$ cat src/design/irpd_pkg.sv
// shared types and constants of the ir pulse-distance frame decoder
// used by irpd_classify and ir_pulse_distance_frame_decoder; no dependencies

package irpd_pkg;

    localparam int DUR_W    = 24;
    localparam int NUM_REGS = 7;
    localparam int CFG_IDX_W = 3;
    localparam int KIND_W   = 2;
    localparam int OUT_W    = 48;

    localparam logic [CFG_IDX_W-1:0] REG_SHORT_MIN    = 3'd0;
    localparam logic [CFG_IDX_W-1:0] REG_SHORT_MAX    = 3'd1;
    localparam logic [CFG_IDX_W-1:0] REG_LONG_MIN     = 3'd2;
    localparam logic [CFG_IDX_W-1:0] REG_LONG_MAX     = 3'd3;
    localparam logic [CFG_IDX_W-1:0] REG_PREAMBLE_MIN = 3'd4;
    localparam logic [CFG_IDX_W-1:0] REG_PREAMBLE_MAX = 3'd5;
    localparam logic [CFG_IDX_W-1:0] REG_IGNORE_ABOVE = 3'd6;

    localparam logic [DUR_W-1:0] RST_SHORT_MIN    = 24'd450;
    localparam logic [DUR_W-1:0] RST_SHORT_MAX    = 24'd650;
    localparam logic [DUR_W-1:0] RST_LONG_MIN     = 24'd1500;
    localparam logic [DUR_W-1:0] RST_LONG_MAX     = 24'd1750;
    localparam logic [DUR_W-1:0] RST_PREAMBLE_MIN = 24'd5000;
    localparam logic [DUR_W-1:0] RST_PREAMBLE_MAX = 24'd8000;
    localparam logic [DUR_W-1:0] RST_IGNORE_ABOVE = 24'd10000;

    localparam logic [KIND_W-1:0] KIND_ODD_PULSE = 2'd0;
    localparam logic [KIND_W-1:0] KIND_ODD_SPACE = 2'd1;
    localparam logic [KIND_W-1:0] KIND_BYTE      = 2'd2;

    typedef logic [NUM_REGS-1:0][DUR_W-1:0] cfg_regs_t;

    typedef struct packed {
        logic ignore;
        logic hit_short;
        logic hit_long;
        logic hit_pre;
    } class_t;

endpackage

$ cat src/design/ir_pulse_distance_frame_decoder.sv
// top level of the ir pulse-distance frame decoder: control, frame memories, output register
// depends on irpd_pkg and irpd_classify

// usage
// - s_* takes one mark or space per transaction: s_tdata holds the duration,
//   s_tuser the pulse flag
// - m_* gives result transactions: unclassified durations, or a flushed frame
//   byte by byte with the mask of bits changed since the previous frame;
//   m_tlast marks the final result of one input transaction
// - cfg_* writes one window register per transaction, always ready; write only
//   while the block is idle
// - each input passes through capture (idle) and classify with memory write-back
//   (eval); eval registers an unclassified duration onto m_* once the output is free
// - the frame flush reads the frame and previous-frame memories one entry at
//   a time through their registered read port: a read state, then an output
//   state per byte, and the output state waits while m_* is stalled
// - reset clears counters and the previous-frame flag and loads the default windows; no memory pass
// - when m_tready is low the output register holds and the control waits,
//   s_tready stays low until the pending item is done

module ir_pulse_distance_frame_decoder
#(
    parameter int FRAME_BYTES = 13
)
(
    input  logic                              clk,
    input  logic                              rst_n,
    input  logic                              s_tvalid,
    output logic                              s_tready,
    input  logic [irpd_pkg::DUR_W-1:0]        s_tdata,    // duration
    input  logic                              s_tuser,    // is_pulse
    output logic                              m_tvalid,
    input  logic                              m_tready,
    output logic [irpd_pkg::OUT_W-1:0]        m_tdata,    // odd_length, byte_value,
                                                          // byte_index, diff_mask, zero pad
    output logic [irpd_pkg::KIND_W-1:0]       m_tuser,    // kind
    output logic                              m_tlast,
    input  logic                              cfg_valid,
    output logic                              cfg_ready,
    input  logic [irpd_pkg::CFG_IDX_W-1:0]    cfg_index,
    input  logic [irpd_pkg::DUR_W-1:0]        cfg_data
);

    localparam int IDX_W = (FRAME_BYTES > 1) ? $clog2(FRAME_BYTES) : 1;
    localparam logic [IDX_W-1:0] LAST_IDX = IDX_W'(FRAME_BYTES - 1);

    localparam logic [1:0] ST_IDLE = 2'd0;
    localparam logic [1:0] ST_EVAL = 2'd1;
    localparam logic [1:0] ST_RD   = 2'd2;
    localparam logic [1:0] ST_OUT  = 2'd3;

    logic [1:0]                   state_reg, state_next;
    irpd_pkg::cfg_regs_t          cfg_reg;
    logic [irpd_pkg::DUR_W-1:0]   dur_reg, dur_next;
    logic                         pulse_reg, pulse_next;
    logic [7:0]                   shift_reg, shift_next;
    logic [2:0]                   bitcnt_reg, bitcnt_next;
    logic [IDX_W-1:0]             bytecnt_reg, bytecnt_next;
    logic [IDX_W-1:0]             fidx_reg, fidx_next;
    logic                         prev_valid_reg, prev_valid_next;

    logic                         out_valid_reg, out_valid_next;
    logic [irpd_pkg::KIND_W-1:0]  out_kind_reg, out_kind_next;
    logic [irpd_pkg::DUR_W-1:0]   out_len_reg, out_len_next;
    logic [7:0]                   out_val_reg, out_val_next;
    logic [4:0]                   out_idx_reg, out_idx_next;
    logic [7:0]                   out_mask_reg, out_mask_next;
    logic                         out_last_reg, out_last_next;

    logic [7:0]                   frame_mem [FRAME_BYTES];
    logic [7:0]                   prev_mem  [FRAME_BYTES];
    logic [7:0]                   fs_rd_reg;
    logic [7:0]                   pf_rd_reg;
    logic                         fs_we;
    logic                         pf_we;
    logic                         mem_re;

    irpd_pkg::class_t             cls;
    logic                         out_free;

    irpd_classify u_classify
    (
        .duration (dur_reg),
        .cfg_regs (cfg_reg),
        .cls      (cls)
    );

    assign out_free  = !out_valid_reg || m_tready;
    assign s_tready  = (state_reg == ST_IDLE);
    assign cfg_ready = 1'b1;

    // window registers
    always_ff @(posedge clk or negedge rst_n)
    begin
        if (!rst_n)
        begin
            cfg_reg[irpd_pkg::REG_SHORT_MIN]    <= irpd_pkg::RST_SHORT_MIN;
            cfg_reg[irpd_pkg::REG_SHORT_MAX]    <= irpd_pkg::RST_SHORT_MAX;
            cfg_reg[irpd_pkg::REG_LONG_MIN]     <= irpd_pkg::RST_LONG_MIN;
            cfg_reg[irpd_pkg::REG_LONG_MAX]     <= irpd_pkg::RST_LONG_MAX;
            cfg_reg[irpd_pkg::REG_PREAMBLE_MIN] <= irpd_pkg::RST_PREAMBLE_MIN;
            cfg_reg[irpd_pkg::REG_PREAMBLE_MAX] <= irpd_pkg::RST_PREAMBLE_MAX;
            cfg_reg[irpd_pkg::REG_IGNORE_ABOVE] <= irpd_pkg::RST_IGNORE_ABOVE;
        end
        else if (cfg_valid && (cfg_index <= irpd_pkg::REG_IGNORE_ABOVE))
        begin
            cfg_reg[cfg_index] <= cfg_data;
        end
    end

    always_comb
    begin
        state_next      = state_reg;
        dur_next        = dur_reg;
        pulse_next      = pulse_reg;
        shift_next      = shift_reg;
        bitcnt_next     = bitcnt_reg;
        bytecnt_next    = bytecnt_reg;
        fidx_next       = fidx_reg;
        prev_valid_next = prev_valid_reg;
        out_valid_next  = out_valid_reg && !m_tready;
        out_kind_next   = out_kind_reg;
        out_len_next    = out_len_reg;
        out_val_next    = out_val_reg;
        out_idx_next    = out_idx_reg;
        out_mask_next   = out_mask_reg;
        out_last_next   = out_last_reg;
        fs_we           = 1'b0;
        pf_we           = 1'b0;
        mem_re          = 1'b0;

        case (state_reg)
            ST_IDLE:
            begin
                if (s_tvalid)
                begin
                    dur_next   = s_tdata;
                    pulse_next = s_tuser;
                    state_next = ST_EVAL;
                end
            end
            ST_EVAL:
            begin
                if (cls.ignore)
                begin
                    state_next = ST_IDLE;
                end
                else if (!cls.hit_short && !cls.hit_long && !cls.hit_pre)
                begin
                    // unclassified duration, reported once the output is free
                    if (out_free)
                    begin
                        out_valid_next = 1'b1;
                        out_kind_next  = pulse_reg ? irpd_pkg::KIND_ODD_PULSE
                                                   : irpd_pkg::KIND_ODD_SPACE;
                        out_len_next   = dur_reg;
                        out_val_next   = 8'd0;
                        out_idx_next   = 5'd0;
                        out_mask_next  = 8'd0;
                        out_last_next  = 1'b1;
                        state_next     = ST_IDLE;
                    end
                end
                else if (pulse_reg || (!cls.hit_short && !cls.hit_long))
                begin
                    state_next = ST_IDLE;
                end
                else
                begin
                    shift_next  = {shift_reg[6:0], !cls.hit_short};
                    bitcnt_next = bitcnt_reg + 3'd1;
                    state_next  = ST_IDLE;
                    if (bitcnt_reg == 3'd7)
                    begin
                        fs_we = 1'b1;
                        if (bytecnt_reg == LAST_IDX)
                        begin
                            fidx_next  = '0;
                            state_next = ST_RD;
                        end
                        else
                        begin
                            bytecnt_next = bytecnt_reg + IDX_W'(1);
                        end
                    end
                end
            end
            ST_RD:
            begin
                mem_re     = 1'b1;
                state_next = ST_OUT;
            end
            ST_OUT:
            begin
                if (out_free)
                begin
                    pf_we          = 1'b1;
                    out_valid_next = 1'b1;
                    out_kind_next  = irpd_pkg::KIND_BYTE;
                    out_len_next   = '0;
                    out_val_next   = fs_rd_reg;
                    out_idx_next   = 5'(fidx_reg);
                    out_mask_next  = prev_valid_reg ? (fs_rd_reg ^ pf_rd_reg) : 8'd0;
                    out_last_next  = (fidx_reg == LAST_IDX);
                    if (fidx_reg == LAST_IDX)
                    begin
                        prev_valid_next = 1'b1;
                        bytecnt_next    = '0;
                        bitcnt_next     = 3'd0;
                        shift_next      = 8'd0;
                        state_next      = ST_IDLE;
                    end
                    else
                    begin
                        fidx_next  = fidx_reg + IDX_W'(1);
                        state_next = ST_RD;
                    end
                end
            end
            default:
            begin
                state_next = ST_IDLE;
            end
        endcase
    end

    always_ff @(posedge clk or negedge rst_n)
    begin
        if (!rst_n)
        begin
            state_reg      <= ST_IDLE;
            shift_reg      <= 8'd0;
            bitcnt_reg     <= 3'd0;
            bytecnt_reg    <= '0;
            fidx_reg       <= '0;
            prev_valid_reg <= 1'b0;
            out_valid_reg  <= 1'b0;
        end
        else
        begin
            state_reg      <= state_next;
            shift_reg      <= shift_next;
            bitcnt_reg     <= bitcnt_next;
            bytecnt_reg    <= bytecnt_next;
            fidx_reg       <= fidx_next;
            prev_valid_reg <= prev_valid_next;
            out_valid_reg  <= out_valid_next;
        end
    end

    always_ff @(posedge clk)
    begin
        dur_reg      <= dur_next;
        pulse_reg    <= pulse_next;
        out_kind_reg <= out_kind_next;
        out_len_reg  <= out_len_next;
        out_val_reg  <= out_val_next;
        out_idx_reg  <= out_idx_next;
        out_mask_reg <= out_mask_next;
        out_last_reg <= out_last_next;
    end

    // frame memory: byte write on completion, registered read during flush
    always_ff @(posedge clk)
    begin
        if (fs_we)
        begin
            frame_mem[bytecnt_reg] <= shift_next;
        end
        if (mem_re)
        begin
            fs_rd_reg <= frame_mem[fidx_reg];
        end
    end

    // previous-frame memory: read with the frame byte, written back on output
    always_ff @(posedge clk)
    begin
        if (pf_we)
        begin
            prev_mem[fidx_reg] <= fs_rd_reg;
        end
        if (mem_re)
        begin
            pf_rd_reg <= prev_mem[fidx_reg];
        end
    end

    assign m_tvalid = out_valid_reg;
    assign m_tuser  = out_kind_reg;
    assign m_tlast  = out_last_reg;
    assign m_tdata  = {3'd0, out_mask_reg, out_idx_reg, out_val_reg, out_len_reg};

    a_byte_count_range: assert property (@(posedge clk) disable iff (!rst_n)
        bytecnt_reg <= LAST_IDX)
        else $error("byte count beyond frame");

    a_odd_fields: assert property (@(posedge clk) disable iff (!rst_n)
        m_tvalid && (m_tuser != irpd_pkg::KIND_BYTE) |-> m_tlast && (m_tdata[47:24] == 24'd0))
        else $error("unclassified result with byte fields or without last");

    a_last_byte_index: assert property (@(posedge clk) disable iff (!rst_n)
        m_tvalid && m_tlast && (m_tuser == irpd_pkg::KIND_BYTE)
        |-> (m_tdata[36:32] == 5'(LAST_IDX)))
        else $error("frame ended at wrong byte index");

    a_prev_valid_after_frame: assert property (@(posedge clk) disable iff (!rst_n)
        m_tvalid && m_tlast && (m_tuser == irpd_pkg::KIND_BYTE) |-> prev_valid_reg)
        else $error("previous frame flag not set after flush");

    a_no_input_in_flush: assert property (@(posedge clk) disable iff (!rst_n)
        (state_reg == ST_OUT) && !out_free |=> (state_reg == ST_OUT))
        else $error("flush left while output stalled");

endmodule

$ cat src/design/irpd_classify.sv
// window classifier: sorts one duration against the configured windows
// depends on irpd_pkg

module irpd_classify
(
    input  logic [irpd_pkg::DUR_W-1:0] duration,
    input  irpd_pkg::cfg_regs_t        cfg_regs,
    output irpd_pkg::class_t           cls
);

    always_comb
    begin
        cls.ignore    = duration > cfg_regs[irpd_pkg::REG_IGNORE_ABOVE];
        cls.hit_short = (duration >= cfg_regs[irpd_pkg::REG_SHORT_MIN]) &&
                        (duration <= cfg_regs[irpd_pkg::REG_SHORT_MAX]);
        cls.hit_long  = (duration >= cfg_regs[irpd_pkg::REG_LONG_MIN]) &&
                        (duration <= cfg_regs[irpd_pkg::REG_LONG_MAX]);
        cls.hit_pre   = (duration >= cfg_regs[irpd_pkg::REG_PREAMBLE_MIN]) &&
                        (duration <= cfg_regs[irpd_pkg::REG_PREAMBLE_MAX]);
    end

endmodule

$ cat config.mk
export PLATFORM = sky130hd
export DESIGN_NAME = ir_pulse_distance_frame_decoder
export DESIGN_NICKNAME = d
export VERILOG_FILES = /design/src/design/irpd_pkg.sv /design/src/design/ir_pulse_distance_frame_decoder.sv /design/src/design/irpd_classify.sv
export SDC_FILE = /design/constraint.sdc
export NUM_CORES = 1
export LEC_CHECK = 0
export BUFFER_PORTS_ARGS = -buffer_cell sky130_fd_sc_hd__clkbuf_2
export CELL_PAD_IN_SITES_DETAIL_PLACEMENT = 0
export CELL_PAD_IN_SITES_GLOBAL_PLACEMENT = 1
export CORE_UTILIZATION = 50
export CTS_CLUSTER_DIAMETER = 200
export DETAILED_ROUTE_END_ITERATION = 12
export PLACE_DENSITY = 0.81
export SETUP_SLACK_MARGIN = 0.3
export SKIP_CTS_REPAIR_TIMING = 1
export SYNTH_ARGS = -nofsm -noshare
export SYNTH_HDL_FRONTEND = slang
export SYNTH_SLANG_ARGS = --single-unit
$ cat constraint.sdc
create_clock -name clk -period 5.6 [get_ports clk]
set_input_delay 0.28 -clock clk [delete_from_list [all_inputs] [get_ports clk]]
set_output_delay 0.28 -clock clk [all_outputs]
set_load 0.03 [all_outputs]
==> results.md <==
| Group | Item | Value |
| --- | --- | --- |
| status | Outcome | finished, violations left |
| status | Violated checks | negative hold slack |
| logic synthesis | Post-Synthesis Cell Area | 22500 µm² |
| worst setup path | Classification of the worst setup path | reg2reg |
| route | Number of search-and-repair iterations in the first detailed-routing pass | 5 |
| timing | Max Clk Rate | 226 MHz |
| worst setup path | Crit-path cells | ha_1 > a21oi_1 > o21ai_1 > a221o_1 > a211oi_2 > a22oi_1 > o22a_2 > or3_1 > nor3_1 |
| timing | Post-route fraction of the period consumed by the critical path | 0.790 |
| clock tree | Clock Sink Count | 487 |
| power and ir drop | Cell Pwr Density | 447 nW/µm² |
| logic synthesis | Number of enable-type register cells in the synthesized netlist | 296 |
| cells and area | Post-route cell area | 25700 µm² |
| worst setup path | Category of the worst setup path launch point | flop |
| floorplan | Vertical die dimension | 214 µm |
| grt | Wire length of the first global-routing pass | 80.1 mm |
| route | Number of remaining DRC errors | 0 |
| timing | Worst clock skew on the final layout | 0.0274 ns |
| min path | Hold wc startpoint | cfg_data[19] |
| power and ir drop | Maximum resistive drop on vdd | 0.260 mV |
| cells and area | Post-route non-filler standard cell count | 2457 |
| logic synthesis | Post-synth top flop | sky130_fd_sc_hd__edfxtp_1 |
| placement | Cell total after placement | 2339 |
| worst setup path | Category of the worst setup path capture point | flop |
| run | Max-cap check violation count | 0 |
| floorplan | Initial core utilization | 0.508 |
| grt | Number of antenna violations at the first check in global routing | 0 |
| logic synthesis | Number of warnings issued by yosys | 0 |
| grt | Via count of the first global-routing pass | 13900 |
| timing | Setup_tns | 0 ns |
| grt | Pin count of the biggest net entering global routing | 76 |
| grt | Aggregate global-route resource usage | 0.228 |
| logic synthesis | Synth async-reset ratio | 0.392 |
| timing | RSZ-0062 raised after global routing | no |
| floorplan | Full die area | 45900 µm² |
| worst setup path | Largest fanout of any net on the critical path | 12 |
| floorplan | Num ports | 111 |
| cells and area | Layout-stage area growth over the synthesis result | 14.1% |
| route | Routed wirelength normalized by instance count | 20.8 µm |
| cells and area | Inserted Diodes | 0 |
| floorplan | Cell Rows | 77 |
| clock tree | Clock Path Buffers | 3 |
| worst setup path | Slowest stage cell on the critical path | sky130_fd_sc_hd__nor3_1 |
| clock tree | Maximum level of the CTS H-tree | 2 |
| route | Detailed Route Iter0 Violations | 869 |
| timing | Final critical path time including I/O delays and setup | 4.42 ns |
| logic synthesis | Total of flip-flops plus latches after synthesis | 487 |
| route | Residual antenna-violating net count after detailed routing | 0 |
| cells and area | Flip-flop count of the largest register after layout | 168 |
| floorplan | Core region area | 44300 µm² |
| timing | Number of pins exceeding their max-slew limit in the final report | 0 |
| floorplan | Chip width | 214 µm |
| placement | Port-buffer cells | 105 |
| worst setup path | Worst EP arrival | 4.62 ns |
| worst setup path | Required arrival time at the worst endpoint | 5.79 ns |
| placement | Final weighted congestion of routability-driven global placement | 0.874 |
| logic synthesis | Number of unique standard cell types used by synthesis | 54 |
| logic synthesis | Sequential share of the synthesized area | 0.610 |
| clock tree | TritonCTS clock tree | built |
| clock tree | Clk pin slew, worst setup/hold paths | 0.06 ns |
| min path | HP Class | in2reg |
| grt | Sum of overflow across all layers after global routing | 0 |
| route | Detailed Route WL | 51.1 mm |
| worst setup path | Highest cell delay on the worst timing path | 1.10 ns |
| cells and area | Share of final-layout standard cells stronger than drive strength 1 | 0.214 |
| power and ir drop | Leak | 0.0105 µW |
| clock tree | Clock buffers created by TritonCTS | 50 |
| timing | Slew of the pin with the lowest slew margin | 1.31 ns |
| logic synthesis | Cells after Synth | 1662 |
| timing | Worst hold slack after final layout | -0.00504 ns |
| timing | Final Setup Violations | 0 |
| route | Via count | 13600 |
| route | Number of vias per cell | 5.54 |
| worst setup path | Reg2Reg Launch Point | dur_reg[9] |
| timing | Worst slew margin | 0.121 |
| worst setup path | Critical path launch point | dur_reg[9] |
| clock tree | Clock latency of the later-clocked register in the worst-skew pair | 0.60 ns |
| placement | Area post-placement | 23900 µm² |
| logic synthesis | Mean instance size in the synthesized netlist | 13.5 µm² |
| placement | Total half-perimeter wirelength after legalization and detailed placement | 34.5 mm |
| clock tree | Clk root buf | sky130_fd_sc_hd__clkbuf_16 |
| timing | Final number of hold-violating endpoints | 3 |
| worst setup path | Worst-case register-to-register setup slack | 1.18 ns |
| cells and area | Final #Nets | 2060 |
-- cells in the mapped netlist, types with 25 or more instances --
library cell               count  area share
sky130_fd_sc_hd__nor2_1       37      0.0062
sky130_fd_sc_hd__a21o_1       27      0.0090
sky130_fd_sc_hd__nand2_1     154       0.026
sky130_fd_sc_hd__a21oi_1      60       0.013
sky130_fd_sc_hd__dfstp_2      38       0.044
sky130_fd_sc_hd__mux2_2       76       0.038
sky130_fd_sc_hd__and2_1       25      0.0070
sky130_fd_sc_hd__clkbuf_1     47      0.0078
sky130_fd_sc_hd__inv_1       183       0.031
sky130_fd_sc_hd__edfxtp_1    296        0.40
sky130_fd_sc_hd__mux4_2       64       0.064
sky130_fd_sc_hd__ha_1        178       0.099
sky130_fd_sc_hd__dfrtp_1     153        0.17
sky130_fd_sc_hd__o21ai_0     115       0.026
sky130_fd_sc_hd__nand4_1      33      0.0092
-- final timing paths --
| kind | to | depth (start not counted) |
|---|---|---|
| setup / recovery | frame_mem[10][0] | 9 |
| hold reg to reg | bitcnt_reg[0] | 1 |
| min in group asynchronous | cfg_reg[106] | 2 |
| max in group asynchronous | cfg_reg[36] | 3 |
| hold / removal | cfg_reg[67] | 3 |
| setup reg to reg | frame_mem[10][0] | 9 |
-- through the flow --
stage | worst slack, ns | util | total power [µW]
2_1_floorplan | 0.697 | - | 7220
3_3_place_gp | 1.29 | 0.538 | 8240
3_5_place_dp | 1.17 | 0.538 | 8330
4_1_cts | 1.15 | 0.573 | 11600
5_1_grt | 0.924 | 0.579 | 12100
6_report | 1.18 | 0.579 | 11500
-- worst max-delay path, delay by kind of cell (launching register included) --
kind	cells	cell delay [ns]
simple gates	2	1.68
compound gates	6	1.41
flops	1	0.55
fa+ha+maj	1	0.37
-- report_power, final --
group	leakage [µW]	internal (µW)	switching, µW
Sequential	0.00493	4650	392
Clock	0.000760	1810	1380
Combinational	0.00479	1310	1930
-- kinds of logic (layout without fill, tap and decap cells) --
kind of cell | after synthesis | after routing | synth area share
AND/OR/NAND/NOR | 338 | 338 | 0.0720
flip-flops | 487 | 487 | 0.610
adder cells (fa/ha/maj) | 178 | 178 | 0.0990
buffers and inverters | 245 | 445 | 0.0427
XOR/XNOR | 8 | 8 | 0.00311
multiplexers | 155 | 155 | 0.109
AO/OA/AOI/OAI | 249 | 249 | 0.0646
other | 2 | 5 | 0.000334
-- final cells by class --
| class | instances | area, µm² |
|---|---|---|
| Clock buffer | 68 | 1330 |
| Clock inverter | 24 | 231 |
| Fill cell | 3550 | 18600 |
| Inverter | 184 | 691 |
| Multi-Input combinational cell | 933 | 7870 |
| Sequential cell | 487 | 13700 |
| Tap cell | 592 | 741 |
| Timing Repair Buffer | 169 | 1090 |
-- cell usage in the layout, fill, tap and decap left out, types with 16 or more instances in the layout --
cell type,instances
sky130_fd_sc_hd__nand2_1,154
sky130_fd_sc_hd__nor2_1,36
sky130_fd_sc_hd__a21o_1,27
sky130_fd_sc_hd__dfrtp_1,151
sky130_fd_sc_hd__nor3_1,20
sky130_fd_sc_hd__ha_1,178
sky130_fd_sc_hd__buf_4,37
sky130_fd_sc_hd__clkbuf_1,17
sky130_fd_sc_hd__mux4_2,64
sky130_fd_sc_hd__dfstp_2,38
sky130_fd_sc_hd__dlygate4sd3_1,26
sky130_fd_sc_hd__clkbuf_2,104
sky130_fd_sc_hd__nand4_1,33
sky130_fd_sc_hd__inv_1,183
sky130_fd_sc_hd__mux2_2,76
sky130_fd_sc_hd__clkbuf_16,50
sky130_fd_sc_hd__nand3_1,16
sky130_fd_sc_hd__o21ai_0,115
sky130_fd_sc_hd__and2_1,24
sky130_fd_sc_hd__a21oi_1,59
sky130_fd_sc_hd__edfxtp_1,296
-- layer usage --
| layer | GRT usage | up-vias | wire [µm] |
|---|---|---|---|
| li1 | - | 6374 | - |
| met1 | 0.327 | 6826 | 23200 |
| met2 | 0.357 | 338 | 23800 |
| met3 | 0.0426 | 78 | 2830 |
| met4 | 0.0650 | 0 | 1220 |
| met5 | 0 | - | 0 |
(Power assumes the default switching activity.)
